[src/design/pfc_pkg.sv]
// Package for the Playfair digraph cipher: request codes, letter constants,
// command and status structs, and small lookup functions.
// No dependencies.
package pfc_pkg;

    typedef enum logic [1:0] {
        REQ_KEY      = 2'd0,
        REQ_KEY_DONE = 2'd1,
        REQ_TEXT     = 2'd2,
        REQ_END      = 2'd3
    } t_req;

    localparam logic [4:0] LETTER_I    = 5'd8;
    localparam logic [4:0] LETTER_J    = 5'd9;
    localparam logic [4:0] LETTER_X    = 5'd23;
    localparam logic [4:0] LETTER_LAST = 5'd25;
    localparam logic [4:0] SQUARE_SIZE = 5'd25;
    localparam logic [2:0] SIDE_LAST   = 3'd4;
    localparam logic [6:0] ASCII_A     = 7'd65;
    localparam logic [2:0] REG_MODE    = 3'd0;

    typedef struct packed {
        logic place_key;
        logic walk_init;
        logic walk_step;
        logic set_ready;
        logic hold_load;
        logic pair_text;
        logic pair_end;
        logic key_read;
        logic out_load;
    } t_cmd;

    typedef struct packed {
        logic square_ready;
        logic held_valid;
        logic letter_ok;
        logic walk_last;
        logic out_busy;
    } t_status;

    function automatic logic fold_ok(input logic [7:0] code);
        fold_ok = (code >= 8'd65 && code <= 8'd90) || (code >= 8'd97 && code <= 8'd122);
    endfunction

    function automatic logic [4:0] fold_index(input logic [7:0] code);
        logic [7:0] v;
        v = (code >= 8'd97) ? (code - 8'd97) : (code - 8'd65);
        fold_index = (v[4:0] == LETTER_J) ? LETTER_I : v[4:0];
    endfunction

    function automatic logic [2:0] place_row(input logic [4:0] p);
        if (p >= 5'd20)      place_row = 3'd4;
        else if (p >= 5'd15) place_row = 3'd3;
        else if (p >= 5'd10) place_row = 3'd2;
        else if (p >= 5'd5)  place_row = 3'd1;
        else                 place_row = 3'd0;
    endfunction

    function automatic logic [2:0] place_col(input logic [4:0] p);
        logic [2:0] r;
        logic [4:0] base;
        r = place_row(p);
        base = {r, 2'b00} + {2'b00, r};
        place_col = 3'(p - base);
    endfunction

    function automatic logic [2:0] step_side(input logic [2:0] v, input logic fwd);
        if (fwd) step_side = (v == SIDE_LAST) ? 3'd0 : v + 3'd1;
        else     step_side = (v == 3'd0) ? SIDE_LAST : v - 3'd1;
    endfunction

    function automatic logic [4:0] square_addr(input logic [2:0] r, input logic [2:0] c);
        square_addr = {r, 2'b00} + {2'b00, r} + {2'b00, c};
    endfunction

endpackage

[src/design/pfc_ctrl.sv]
// Controller state machine for the Playfair cipher: input handshake, key fill
// walk and pair sequencing. Depends on pfc_pkg.
module pfc_ctrl (
    input  logic              i_clk,
    input  logic              i_rst_n,
    input  logic              i_valid,
    input  logic [1:0]        i_req,
    input  pfc_pkg::t_status  i_status,
    output logic              o_ready,
    output pfc_pkg::t_cmd     o_cmd
);

    typedef enum logic [1:0] {
        S_IDLE,
        S_FILL,
        S_LOOK,
        S_EMIT
    } t_state;

    t_state r_state, n_state;
    logic   w_acc;

    assign o_ready = (r_state == S_IDLE);
    assign w_acc   = i_valid && o_ready;

    always_comb begin
        n_state = r_state;
        o_cmd   = '0;
        unique case (r_state)
            S_IDLE: begin
                if (w_acc) begin
                    unique case (pfc_pkg::t_req'(i_req))
                        pfc_pkg::REQ_KEY: begin
                            o_cmd.place_key = !i_status.square_ready;
                        end
                        pfc_pkg::REQ_KEY_DONE: begin
                            if (!i_status.square_ready) begin
                                o_cmd.walk_init = 1'b1;
                                n_state = S_FILL;
                            end
                        end
                        pfc_pkg::REQ_TEXT: begin
                            if (i_status.square_ready && i_status.letter_ok) begin
                                if (i_status.held_valid) begin
                                    o_cmd.pair_text = 1'b1;
                                    n_state = S_LOOK;
                                end else begin
                                    o_cmd.hold_load = 1'b1;
                                end
                            end
                        end
                        pfc_pkg::REQ_END: begin
                            if (i_status.square_ready && i_status.held_valid) begin
                                o_cmd.pair_end = 1'b1;
                                n_state = S_LOOK;
                            end
                        end
                    endcase
                end
            end
            S_FILL: begin
                o_cmd.walk_step = 1'b1;
                if (i_status.walk_last) begin
                    o_cmd.set_ready = 1'b1;
                    n_state = S_IDLE;
                end
            end
            S_LOOK: begin
                o_cmd.key_read = 1'b1;
                n_state = S_EMIT;
            end
            S_EMIT: begin
                if (!i_status.out_busy) begin
                    o_cmd.out_load = 1'b1;
                    n_state = S_IDLE;
                end
            end
            default: n_state = S_IDLE;
        endcase
    end

    always_ff @(posedge i_clk) begin
        if (!i_rst_n) begin
            r_state <= S_IDLE;
        end else begin
            r_state <= n_state;
        end
    end

endmodule

[src/design/pfc_dp.sv]
// Datapath for the Playfair cipher: key square and letter place memories,
// used flags, held letter, pair lookup and output register. Depends on pfc_pkg.
module pfc_dp (
    input  logic              i_clk,
    input  logic              i_rst_n,
    input  logic [7:0]        i_char,
    input  logic              i_mode,
    input  pfc_pkg::t_cmd     i_cmd,
    input  logic              i_out_ready,
    output pfc_pkg::t_status  o_status,
    output logic              o_out_valid,
    output logic [6:0]        o_first,
    output logic [6:0]        o_second,
    output logic              o_ends
);

    logic [4:0]  r_key_square [25];
    logic [4:0]  r_letter_place [26];
    logic [25:0] r_used;
    logic [4:0]  r_fill;
    logic        r_ready;
    logic [4:0]  r_held;
    logic        r_held_v;
    logic [4:0]  r_walk;
    logic [4:0]  r_pa, r_pb;
    logic        r_ends;
    logic [4:0]  r_x, r_y;
    logic        r_pair_ends;
    logic        r_out_valid;
    logic [6:0]  r_first, r_second;
    logic        r_last;

    logic [4:0] w_v;
    logic       w_ok;
    logic [4:0] w_pv;
    logic       w_pen;
    logic [4:0] w_b;
    logic [2:0] w_r1, w_c1, w_r2, w_c2;
    logic [4:0] w_ax, w_ay;

    assign w_v  = pfc_pkg::fold_index(i_char);
    assign w_ok = pfc_pkg::fold_ok(i_char);

    always_comb begin
        w_pv  = i_cmd.walk_step ? r_walk : w_v;
        w_pen = 1'b0;
        if (i_cmd.place_key && w_ok) begin
            w_pen = 1'b1;
        end else if (i_cmd.walk_step && r_walk != pfc_pkg::LETTER_J) begin
            w_pen = 1'b1;
        end
        w_pen = w_pen && !r_used[w_pv] && (r_fill < pfc_pkg::SQUARE_SIZE);
    end

    assign w_b = (i_cmd.pair_end || w_v == r_held) ? pfc_pkg::LETTER_X : w_v;

    always_comb begin
        w_r1 = pfc_pkg::place_row(r_pa);
        w_c1 = pfc_pkg::place_col(r_pa);
        w_r2 = pfc_pkg::place_row(r_pb);
        w_c2 = pfc_pkg::place_col(r_pb);
        priority if (w_r1 == w_r2) begin
            w_ax = pfc_pkg::square_addr(w_r1, pfc_pkg::step_side(w_c1, i_mode));
            w_ay = pfc_pkg::square_addr(w_r2, pfc_pkg::step_side(w_c2, i_mode));
        end else if (w_c1 == w_c2) begin
            w_ax = pfc_pkg::square_addr(pfc_pkg::step_side(w_r1, i_mode), w_c1);
            w_ay = pfc_pkg::square_addr(pfc_pkg::step_side(w_r2, i_mode), w_c2);
        end else begin
            w_ax = pfc_pkg::square_addr(w_r1, w_c2);
            w_ay = pfc_pkg::square_addr(w_r2, w_c1);
        end
    end

    always_ff @(posedge i_clk) begin
        if (w_pen) begin
            r_key_square[r_fill] <= w_pv;
            r_letter_place[w_pv] <= r_fill;
        end
        if (i_cmd.pair_text || i_cmd.pair_end) begin
            r_pa   <= r_letter_place[r_held];
            r_pb   <= r_letter_place[w_b];
            r_ends <= i_cmd.pair_end;
        end
        if (i_cmd.key_read) begin
            r_x         <= r_key_square[w_ax];
            r_y         <= r_key_square[w_ay];
            r_pair_ends <= r_ends;
        end
        if (i_cmd.out_load) begin
            r_first  <= pfc_pkg::ASCII_A + {2'b00, r_x};
            r_second <= pfc_pkg::ASCII_A + {2'b00, r_y};
            r_last   <= r_pair_ends;
        end
        if (i_cmd.hold_load || i_cmd.pair_text) begin
            r_held <= w_v;
        end
        if (i_cmd.walk_init) begin
            r_walk <= 5'd0;
        end else if (i_cmd.walk_step) begin
            r_walk <= r_walk + 5'd1;
        end
    end

    always_ff @(posedge i_clk) begin
        if (!i_rst_n) begin
            r_used      <= '0;
            r_fill      <= '0;
            r_ready     <= 1'b0;
            r_held_v    <= 1'b0;
            r_out_valid <= 1'b0;
        end else begin
            if (w_pen) begin
                r_used[w_pv] <= 1'b1;
                r_fill       <= r_fill + 5'd1;
            end
            if (i_cmd.set_ready) begin
                r_ready <= 1'b1;
            end
            priority if (i_cmd.hold_load) begin
                r_held_v <= 1'b1;
            end else if (i_cmd.pair_text) begin
                r_held_v <= (w_v == r_held);
            end else if (i_cmd.pair_end) begin
                r_held_v <= 1'b0;
            end
            if (i_cmd.out_load) begin
                r_out_valid <= 1'b1;
            end else if (i_out_ready) begin
                r_out_valid <= 1'b0;
            end
        end
    end

    assign o_status.square_ready = r_ready;
    assign o_status.held_valid   = r_held_v;
    assign o_status.letter_ok    = w_ok;
    assign o_status.walk_last    = (r_walk == pfc_pkg::LETTER_LAST);
    assign o_status.out_busy     = r_out_valid && !i_out_ready;

    assign o_out_valid = r_out_valid;
    assign o_first     = r_first;
    assign o_second    = r_second;
    assign o_ends      = r_last;

endmodule

[src/design/playfair_digraph_cipher_top.sv]
// Top level of the Playfair digraph cipher: stream ports, register port and
// the mode register. Depends on pfc_pkg, pfc_ctrl and pfc_dp.
//
//  Channel   Direction  Contents
//  s_axis    in         tuser = req_type, tdata = char_code
//  m_axis    out        tdata = first_letter, second_letter; tlast = ends_message
//  apb       in/out     encrypt_mode at byte address 0
//
// A key character or a held text letter is handled in the idle state that accepts
// it. Key done starts the fill walk, which steps one letter of the alphabet per
// cycle. A text pair passes through place read, square read, then load of the output
// register. Reset is synchronous and clears the square fill and held letter.
// A pair waits in its last step while the previous result is not taken.
module playfair_digraph_cipher_top (
    input  logic        i_clk,
    input  logic        i_rst_n,
    input  logic        s_axis_tvalid,
    output logic        s_axis_tready,
    input  logic [7:0]  s_axis_tdata,   // [7:0] char_code
    input  logic [1:0]  s_axis_tuser,   // [1:0] req_type
    output logic        m_axis_tvalid,
    input  logic        m_axis_tready,
    output logic [15:0] m_axis_tdata,   // [6:0] first_letter, [13:7] second_letter, pad
    output logic        m_axis_tlast,
    input  logic        psel,
    input  logic        penable,
    input  logic        pwrite,
    input  logic [2:0]  paddr,
    input  logic [31:0] pwdata,
    output logic [31:0] prdata,
    output logic        pready
);

    pfc_pkg::t_cmd    w_cmd;
    pfc_pkg::t_status w_status;
    logic             r_mode;
    logic [6:0]       w_first, w_second;

    assign pready = 1'b1;
    assign prdata = (paddr[2] == pfc_pkg::REG_MODE[2]) ? {31'd0, r_mode} : 32'd0;

    always_ff @(posedge i_clk) begin
        if (!i_rst_n) begin
            r_mode <= 1'b1;
        end else if (psel && penable && pwrite && pready
                     && paddr[2] == pfc_pkg::REG_MODE[2]) begin
            r_mode <= pwdata[0];
        end
    end

    pfc_ctrl u_ctrl (
        .i_clk    (i_clk),
        .i_rst_n  (i_rst_n),
        .i_valid  (s_axis_tvalid),
        .i_req    (s_axis_tuser),
        .i_status (w_status),
        .o_ready  (s_axis_tready),
        .o_cmd    (w_cmd)
    );

    pfc_dp u_dp (
        .i_clk       (i_clk),
        .i_rst_n     (i_rst_n),
        .i_char      (s_axis_tdata),
        .i_mode      (r_mode),
        .i_cmd       (w_cmd),
        .i_out_ready (m_axis_tready),
        .o_status    (w_status),
        .o_out_valid (m_axis_tvalid),
        .o_first     (w_first),
        .o_second    (w_second),
        .o_ends      (m_axis_tlast)
    );

    assign m_axis_tdata = {2'b00, w_second, w_first};

endmodule

[config.mk]
export PLATFORM = sky130hd
export DESIGN_NAME = playfair_digraph_cipher_top
export DESIGN_NICKNAME = d
export VERILOG_FILES = /design/src/design/pfc_pkg.sv /design/src/design/pfc_ctrl.sv /design/src/design/pfc_dp.sv /design/src/design/playfair_digraph_cipher_top.sv
export SDC_FILE = /design/constraint.sdc
export NUM_CORES = 1
export LEC_CHECK = 0
export ABC_AREA = 1
export BUFFER_PORTS_ARGS = -buffer_cell sky130_fd_sc_hd__clkbuf_2
export CORE_UTILIZATION = 40
export CTS_CLUSTER_DIAMETER = 60
export DETAILED_ROUTE_END_ITERATION = 6
export PLACE_DENSITY = 0.53
export SYNTH_ARGS = -nofsm -noshare
export SYNTH_HDL_FRONTEND = slang
export SYNTH_SLANG_ARGS = --single-unit
[constraint.sdc]
create_clock -name i_clk -period 12.4 [get_ports i_clk]
set_input_delay 3.72 -clock i_clk [delete_from_list [all_inputs] [get_ports i_clk]]
set_output_delay 3.72 -clock i_clk [all_outputs]
set_load 0.005 [all_outputs]
# After elaboration in Yosys (flattened, before gate mapping)
# Memory sizes are Yosys's and may differ from the RTL's. A register that Yosys moved wholly into a read port is not among the register bits.
# Index checks and enable logic that the tools add are counted.
totals:
  regBits: 64
  latchBits: 0
  ram_bits: 255
  rom_bits: 0
  input_bits: 52
  out_inout_bits: 52
  mem_count: 2
mem_list:
  columns: ["name", "depth", "width", "read_ports", "rd_ports_with_merged_regs", "write_ports", "line", "text"]
  rows:
  - ["u_dp.r_letter_place", 26, 5, 2, 2, 1, "pfc_dp.sv:18", "logic [4:0] r_letter_place [26];"]
  - ["u_dp.r_key_square", 25, 5, 2, 2, 1, "pfc_dp.sv:17", "logic [4:0] r_key_square [25];"]
classes:
  add_sub_neg: 26
  multipliers: 0
  n_div: 0
  magnitude_cmp: 15
  n_eq_ne: 24
  n_shift: 0
  muxes: 75
  n_bitwise: 2
  n_reduce_logical: 30
ops:
  columns: ["cell", "count"]
  rows:
  - ["$mux 3", 26]
  - ["$add 5x3->5", 10]
  - ["$mux 5", 8]
  - ["$or 26x26->26", 1]
  - ["$mux 1", 25]
  - ["$mux 2", 12]
  - ["$ge 5x4->1 const B", 4]
  - ["$ge 8x7->1 const B", 2]
  - ["$le 8x7->1 const B", 2]
  - ["$add 7x5->7 const A", 2]
  - ["$logic_and 1x1->1", 14]
  - ["$add 3x1->3 const B", 4]
  - ["$eq 3x3->1 const B", 4]
  - ["$logic_not 3->1", 4]
  - ["$sub 3x1->3 const B", 4]
  - ["$add 5x1->5 const B", 2]
  - ["$ge 5x3->1 const B", 2]
  - ["$ge 5x5->1 const B", 2]
  - ["$sub 5x1->5 const B", 2]
  - ["$ne 3x3->1 const B", 3]
  - ["$eq 2x2->1 const B", 4]
  - ["$pmux 2 s4", 1]
  - ["$reduce_and 8->1", 1]
  - ["$eq 3x3->1", 2]
  - ["22 further kinds", 31]

# Depth between registers and ports, before layout
# Gate-level depths: netlist of the first run.
logic_depth:
  depth_word: 14
  ltp_mapped: 33
  ltp_nobuf: 32

# Cells and area by module
# From an unflattened synthesis of the first run, not the netlist that was laid out.
unflattened:
  cells_unflattened: 2422
  hier_area_um2: 19972.9
modules_own_cells:
  columns: ["mod", "n_inst", "cells_each", "area_per_inst_um2", "seq_area_each_um2"]
  rows:
  - ["pfc_dp", 1, 2327, 19403.6, 9639.2]
  - ["playfair_digraph_cipher_top", 1, 47, 325.3, 20.0]
  - ["pfc_ctrl", 1, 48, 244.0, 40.0]

# Worst setup path after synthesis of the first run
# No wires, ideal clock.
synth_path:
  path_kind: "input to output"
  start: "input port paddr[2]"
  end: "output port prdata[0]"
  arrival_ns: 3.826
  setup_slack_ns: 4.854
  path_stages: 1
  n_path_buf: 0
  cell_sequence: "nor2_1"
synth_via:
  elab_chain_cells: 1
synth_lines:
  columns: ["element", "line", "text"]
  rows:
  - ["from (decl)", "playfair_digraph_cipher_top.sv:28", "input logic [2:0] paddr,"]
  - ["$mux 1", "playfair_digraph_cipher_top.sv:40", "assign prdata = (paddr[2] == pfc_pkg::REG_MODE[2]) ? {31'd0, r_mode} : 32'd0;"]
  - ["to (decl)", "playfair_digraph_cipher_top.sv:30", "output logic [31:0] prdata,"]
# No other way between the ends.

# Worst setup path after layout of the first run
layout_path:
  start: "input port s_axis_tdata[0]"
  end: "memory u_dp.r_key_square[17][3] (enable)"
layout_via:
  elab_chain_cells: 12
  word_cells_on_any_way: 22
  cone_classes: "add/sub: 2; order compare: 4; eq/ne: 1; mux: 8; reduce/logical: 7"
layout_lines:
  columns: ["element", "line", "text"]
  rows:
  - ["from (decl)", "playfair_digraph_cipher_top.sv:19", "input logic [7:0] s_axis_tdata,"]
  - ["$ge 8x7->1 / $sub 5x1->5 (equally long branches)", "pfc_pkg.sv:48", "v = (code >= 8'd97) ? (code - 8'd97) : (code - 8'd65);"]
  - ["$mux 5 *", "pfc_pkg.sv:48", null]
  - ["$eq 5x4->1", "pfc_pkg.sv:49", "fold_index = (v[4:0] == LETTER_J) ? LETTER_I : v[4:0];"]
  - ["$mux 5 *", "pfc_pkg.sv:49", null]
  - ["net u_dp.w_v[3]", "pfc_dp.sv:33", "logic [4:0] w_v;"]
  - ["$mux 5 *", "pfc_dp.sv:45", "w_pv = i_cmd.walk_step ? r_walk : w_v;"]
  - ["net u_dp.w_pv[3]", "pfc_dp.sv:35", "logic [4:0] w_pv;"]
  - ["$bmux 1 s5 *", "pfc_dp.sv:52", "w_pen = w_pen && !r_used[w_pv] && (r_fill < pfc_pkg::SQUARE_SIZE);"]
  - ["$mux 1 (implied by the code) *", "pfc_dp.sv:52", null]
  - ["$logic_not 1->1 *", "pfc_dp.sv:52", null]
  - ["$logic_and 1x1->1 * (2 in a row)", "pfc_dp.sv:52", null]
  - ["$mux 1 *", "pfc_dp.sv:75", "if (w_pen) begin"]
  - ["$mux 1 (implied by the code) *", "pfc_dp.sv:76", "r_key_square[r_fill] <= w_pv;"]
  - ["to (decl)", "pfc_dp.sv:17", null]
# The timed path passes the listed nets; every way through them passes the cells marked *. The select of a mux whose other input is x is not followed.

==> results of run 1 <==
[cells in the mapped netlist (all sizes together) (2+ instances only)]
library cell / instances / area share
o21bai: 5 / 0.0019
a31oi: 8 / 0.0025
buf: 102 / 0.032
a21oi: 137 / 0.035
and2b: 2 / 0.00075
fa: 10 / 0.010
xnor2: 6 / 0.0026
clkbuf: 56 / 0.011
a32oi: 3 / 0.0013
nor3: 12 / 0.0030
nand3b: 2 / 0.00075
o211ai: 11 / 0.0042
nand2: 464 / 0.090
nor2: 142 / 0.028
or2: 3 / 0.00094
dfxtp: 42 / 0.042
inv: 372 / 0.070
xor2: 23 / 0.011
clkinv: 8 / 0.0015
edfxtp: 295 / 0.45
o21ai: 110 / 0.029
ha: 47 / 0.030
o22ai: 7 / 0.0022
conb: 2 / 0.00038
o21a: 2 / 0.00075
a311oi: 3 / 0.0013
nand4: 57 / 0.018
a21o: 4 / 0.0015
nand3: 485 / 0.12
[per-stage QoR]
stage	setup WS [ps]	power [uW]	std cells	instance area [um2]	utilization
after floorplan	4850	1400	2457	20000	-
after global placement	3850	1460	3028	20400	0.418
after detailed placement	3730	1460	3028	20400	0.418
after CTS	4310	2790	3106	22000	0.449
after global routing	3820	2840	3106	22000	0.449
final	4200	2760	3106	22000	0.449
[final cells by class]
type / count / share of cell area
clock buffer: 56 / 0.0569
clock inverter: 22 / 0.0121
inverter: 380 / 0.0650
multi-input combinational: 1582 / 0.368
sequential: 337 / 0.442
tap: 664 / 0.0378
timing repair buffer: 65 / 0.0183
[state kept, by name, indices dropped and copies added (netlist names), 2 cells and up]
register and flops:
u_dp.r_walk 5, u_dp.o_first 6, u_dp.r_pa 5, u_dp.r_y 5
u_dp.r_letter_place 130, u_dp.r_held 5, u_dp.r_pb 5, u_dp.r_key_square 125
u_dp.r_x 5, u_dp.o_second 6, u_dp.r_used 26, u_ctrl.r_state 2
u_dp.r_fill 5
[power by group]
part           internal, uW  switching (uW)
Combinational          44.7             145
Clock                   803             518
Sequential             1250            5.13
Total                  2100             669
[kinds of logic after synthesis]
family | Yosys count | share of synthesized area
adder cells (fa/ha/maj) | 57 | 0.0396
other | 2 | 0.000377
AND/OR/NAND/NOR | 1167 | 0.265
flip-flops | 337 | 0.488
AO/OA/AOI/OAI | 293 | 0.0802
XOR/XNOR | 29 | 0.0135
buffers and inverters | 538 | 0.114
[worst max path at each step]
stage / startpoint / to / slack, ps / cells after the start
global route: s_axis_tdata[0] / u_dp.r_key_square[5][1] / 3820 / 19
CTS: s_axis_tdata[0] / u_dp.r_key_square[5][1] / 4310 / 19
detailed placement: s_axis_tdata[0] / u_dp.r_key_square[5][2] / 3730 / 19
global placement: s_axis_tdata[0] / u_dp.r_key_square[5][1] / 3850 / 19
floorplan: paddr[2] / prdata[0] / 4850 / 1
finish: s_axis_tdata[0] / u_dp.r_key_square[17][3] / 4200 / 19
[layer usage]
metal  GRT usage  vias to the layer above  part of all wire
met2       0.375                      786              0.45
met5           0                        -                 0
li1            -                     8023                 -
met1       0.329                     8128              0.44
met3      0.0456                      133             0.086
met4      0.0718                        0             0.024
==> results.py, run 1 <==
metrics = {
    "clocking": {
        "cts_num_sinks": 337,
        "cts_setup_buffers": 0,
        "cts.path.max_buffers": 3,
        "clk_latency_ps": 580,
        "cts_resized": 0,
        "htreeDepth": 2,
        "numCtsBuffers": 42,
        "clk_pin_slew_ps": 60,
        "clock-root-buffer": "clkbuf_16",
        "cts_tree": "done",
        "cts_hold_buffers": 0,
    },
    "job": {
        "maxCapViolCount": 0,
    },
    "setup_path": {
        "crit_chain": "clkbuf_2 -> inv_1 -> nand3_2 -> xor2_2 -> inv_1 -> nand2_1 -> o21ai_1 -> inv_1 -> nand3_1 -> nor2_1 -> nand2_1 -> nand2_1 -> nor2_1 -> nand2_1 -> nor2_4 -> nand2_4 -> inv_2 -> nand2_1 -> nor2_1",
        "crit_family": "simple AND/OR/NAND/NOR gates",
        "rr_startpoint": "u_dp.r_pb[2]",
        "r2r_slack_ps": 5640,
        "arrival_ps": 8410,
        "path_buf_inv": 5,
        "worstPathRequired_ps": 12620,
        "cp_slowest_cell": "inv_1",
        "path_common_cell": "nand2_1",
        "crit_fanout": 34,
        "reg2reg_depth": 23,
        "r2r-end": "u_dp.r_x[2]",
        "slowest_delay_ps": 740,
        "critPathLaunchType": "input pin",
        "cp-end-kind": "flip-flop",
        "path_class": "input pin to flip-flop",
    },
    "floorplan": {
        "die_area_mm2": 0.0506,
        "ios": 104,
        "dieWidth_um": 225,
        "core_region_area_mm2": 0.0490,
        "num_rows": 81,
        "start_util": 0.406,
        "die_h_um": 225,
    },
    "power": {
        "ir_worst_vdd_uv": 88.5,
        "leakagePower_uw": 0.00949,
        "powerDensity_mw_per_mm2": 126,
    },
    "detailed_routing": {
        "wl_um": 60000,
        "routedWlPerCell_um": 19.3,
        "first_pass_iters": 7,
        "drtIter0Drc": 1701,
        "num_vias": 17070,
        "ant_nets": 0,
        "vias_per_cell": 5.50,
        "drc": 1,
    },
    "logic_synthesis": {
        "synthArstFlopShare": 0,
        "synth_area_mm2": 0.0199,
        "avgSynthCellArea_um2": 8.21,
        "yosysWarnings": 0,
        "ys_types": 46,
        "synth_edf_count": 295,
        "ys.flop_type": "edfxtp_1",
        "postSynthCellCount": 2423,
        "ys_seq_elements": 337,
        "ys_seq_area_frac": 0.488,
    },
    "grt": {
        "antenna_found_initial": 0,
        "grtUsageTotal": 0.238,
        "grt_max_degree": 71,
        "grt_pass1_wl_um": 92500,
        "overflow": 0,
        "grt_pass1_vias": 16211,
    },
    "run_status": {
        "status": "finished with violations",
        "violations": "design-rule violations",
    },
    "place": {
        "dp_hpwl_um": 38900,
        "gp_congestion": 0.883,
        "port_buffers": 34,
    },
    "final_layout": {
        "multi_input_area_mm2": 0.00808,
        "layout_commonest_cell": "nand3_1",
        "num_antenna_cells": 0,
        "mostFrequentLayoutCells": "nand3_1 (481), nand2_1 (448), inv_1 (363)",
        "regArea_mm2": 0.00970,
        "drive_gt1_frac": 0.0753,
        "layout-area-overhead-vs-synth_pct": 10.4,
        "nNetsFinal": 2517,
        "fillers": 4775,
    },
    "min_path": {
        "whs_path_depth": 0,
        "hold_start": "u_dp.r_ends",
        "hp-class": "flip-flop to flip-flop",
        "whs_endpoint": "u_dp.r_pair_ends",
    },
    "sta": {
        "setup_viol": 0,
        "clock.fmax_ghz": 0.122,
        "final_hold_viol_count": 0,
        "holdWs_ps": 418,
        "slew_headroom": 0.136,
        "tightest_slew_ps": 1290,
        "rsz0062_at_grt": "false",
        "timing.final.max_slew_violations": 0,
        "min_period_over_period": 0.661,
        "skew_ps": 29.5,
        "fin_crit_ps": 8200,
        "timing.setup.tns_ps": 0,
    },
}
(Power assumes the default switching activity.)
==> run 2: changes to the inputs <==
- ABC_AREA: 1 -> 0
- PLACE_DENSITY: 0.53 -> 0.55
- clock period: 12.4 -> 6.63 ns (I/O delays scaled with it)
==> results.py, run 2 <==
metrics = {
    "run_status": {
        "status": "completed",
    },
    "logic_synthesis": {
        "yosysWarnings": 0,
        "ys.flop_type": "edfxtp_1",
        "synth_top_area_frac": 0.496,
        "post-synth-top-count-cell": "edfxtp_1",
        "synth_commonest_cells": "edfxtp_1 (295), nand2_1 (144), mux2i_1 (119)",
        "ys_seq_elements": 337,
        "ys_types": 75,
        "ys_seq_area_frac": 0.543,
        "avgSynthCellArea_um2": 12.0,
        "synth_area_mm2": 0.0179,
        "yosysTopAreaCell": "edfxtp_1",
        "postSynthCellCount": 1488,
        "yosys-top-cells-area": "edfxtp_1 (50%), mux2i_1 (6.7%), dfxtp_1 (4.7%), mux4_2 (4.7%), ha_1 (3.3%)",
        "synthArstFlopShare": 0,
        "synth_edf_count": 295,
    },
    "setup_path": {
        "cp-end-kind": "flip-flop",
        "cp_slowest_cell": "fa_1",
        "path_class": "flip-flop to flip-flop",
        "crit_fanout": 8,
        "crit_chain": "nor2_1 -> o21ai_0 -> a221o_1 -> nand2_1 -> inv_1 -> ha_1 -> inv_1 -> fa_1 -> nor3_1 -> nor2_1 -> fa_1 -> inv_1 -> ha_1 -> a21o_1 -> a21oi_1 -> xnor2_1 -> nor4_1 -> o31a_1 -> nor2_1 -> nand2_1 -> o32ai_1 -> nor4_1",
        "critPathLaunchType": "flip-flop",
        "arrival_ps": 6250,
        "crit_family": "simple AND/OR/NAND/NOR gates",
        "worstPathRequired_ps": 6930,
        "slowest_delay_ps": 630,
        "path_buf_inv": 3,
    },
    "final_layout": {
        "nNetsFinal": 1629,
        "layout.cells.non_filler": 2139,
        "top_regs": "u_dp.r_letter_place (130), u_dp.r_key_square (125), u_dp.r_used (26)",
        "num_antenna_cells": 0,
        "mostFrequentLayoutCells": "edfxtp_1 (295), nand2_1 (144), mux2i_1 (119)",
        "regMostFlops": "u_dp.r_letter_place",
        "layout-area-overhead-vs-synth_pct": 11.1,
        "drive_gt1_frac": 0.122,
        "stdcell_area_mm2": 0.0198,
        "largest_reg_flops": 130,
        "layout_commonest_cell": "edfxtp_1",
    },
    "floorplan": {
        "ios": 104,
        "die_area_mm2": 0.0455,
        "dieWidth_um": 213,
        "num_rows": 77,
        "start_util": 0.405,
        "core_region_area_mm2": 0.0441,
        "die_h_um": 213,
    },
    "place": {
        "gp_congestion": 0.895,
        "place_ws_ps": 615,
        "dp.cells": 2070,
        "place_area_mm2": 0.0186,
        "dp_hpwl_um": 32000,
        "port_buffers": 34,
    },
    "power": {
        "p_sw_frac": 0.230,
        "leakagePower_uw": 0.00725,
        "clockPowerShare": 0.443,
        "combPwrFrac": 0.067,
        "power_frac_seq": 0.489,
        "ir_worst_vdd_uv": 224,
        "p_switching_uw": 1130,
        "powerDensity_mw_per_mm2": 246,
        "p_int_uw": 3760,
    },
    "sta": {
        "tightest_slew_ps": 1130,
        "worst_slack_ps": 684,
        "fin_crit_ps": 5950,
        "min_period_over_period": 0.897,
        "timing.final.max_slew_violations": 0,
        "holdWs_ps": 416,
        "rsz0062_at_grt": "false",
        "slew_headroom": 0.244,
        "final_hold_viol_count": 0,
        "clock.fmax_ghz": 0.168,
        "timing.setup.tns_ps": 0,
        "setup_viol": 0,
        "skew_ps": 9.14,
    },
    "detailed_routing": {
        "num_vias": 11942,
        "drc": 0,
        "drtIter0Drc": 739,
        "routedWlPerCell_um": 21.6,
        "ant_nets": 0,
        "vias_per_cell": 5.58,
        "wl_um": 46300,
        "first_pass_iters": 7,
    },
    "clocking": {
        "cts_tree": "done",
        "clk_latency_ps": 550,
        "cts_num_sinks": 337,
        "cts_setup_buffers": 0,
        "cts.path.max_buffers": 3,
        "numCtsBuffers": 40,
        "htreeDepth": 2,
        "cts_hold_buffers": 0,
        "clk_pin_slew_ps": 60,
        "clock-root-buffer": "clkbuf_16",
        "cts_resized": 0,
    },
    "grt": {
        "grt_pass1_wl_um": 70500,
        "grtUsageTotal": 0.207,
        "grt_max_degree": 56,
        "antenna_found_initial": 0,
        "grt_pass1_vias": 11686,
        "overflow": 0,
    },
    "job": {
        "maxCapViolCount": 0,
    },
    "min_path": {
        "hp-class": "flip-flop to flip-flop",
    },
}
==> run 2: final cells by class <==
| cell class | count | area [um2] |
|---|---|---|
| fillers | 4081 | 24300 |
| flip-flops and latches | 337 | 9700 |
| multi-input cells | 1025 | 7490 |
| clock buffers | 53 | 1080 |
| well taps | 592 | 741 |
| repair buffers | 68 | 450 |
| clock inverters | 16 | 191 |
| inverters | 48 | 180 |
==> run 2: cells by family after synthesis <==
| group | synth area share |
|---|---|
| compound gates | 0.126 |
| flops | 0.543 |
| mux | 0.118 |
| other cells | 0.000420 |
| fa+ha+maj | 0.0441 |
| simple gates | 0.102 |
| xor+xnor | 0.0200 |
| buf+inv | 0.0464 |
==> run 2: through the flow <==
step	util	power [uW]
after detailed placement	0.421	2760
after CTS	0.450	4930
final	0.450	4890
after floorplan	-	2650
after global placement	0.421	2760
after global routing	0.450	5040
==> run 2: per-layer routing <==
layer  global-route usage  vias to the layer above  part of all wire
li1                     -                     5621                 -
met5                    0                        -                 0
met4               0.0764                        0             0.031
met3               0.0309                       77             0.049
met2                0.351                      364              0.49
met1                0.269                     5880              0.43
==> run 2: path summary, 6_finish.rpt <==
kind | depth (start not counted) | end | slack, ps | from
worst max-delay path | 22 | u_dp.r_x[3] | 680 | u_dp.r_pa[1]
worst min-delay path | 0 | u_dp.o_ends | 420 | u_dp.r_pair_ends
worst max register to register | 22 | u_dp.r_x[3] | 680 | u_dp.r_pa[1]
worst min register to register | 0 | u_dp.o_ends | 420 | u_dp.r_pair_ends
==> run 2: power groups by stage <==
stage | logic, uW | registers, uW | clock network (uW)
2_1_floorplan | 229 | 2420 | 0
3_3_place_gp | 322 | 2430 | 0
3_5_place_dp | 329 | 2440 | 0
4_1_cts | 331 | 2390 | 2200
5_1_grt | 363 | 2400 | 2290
6_report | 329 | 2390 | 2170
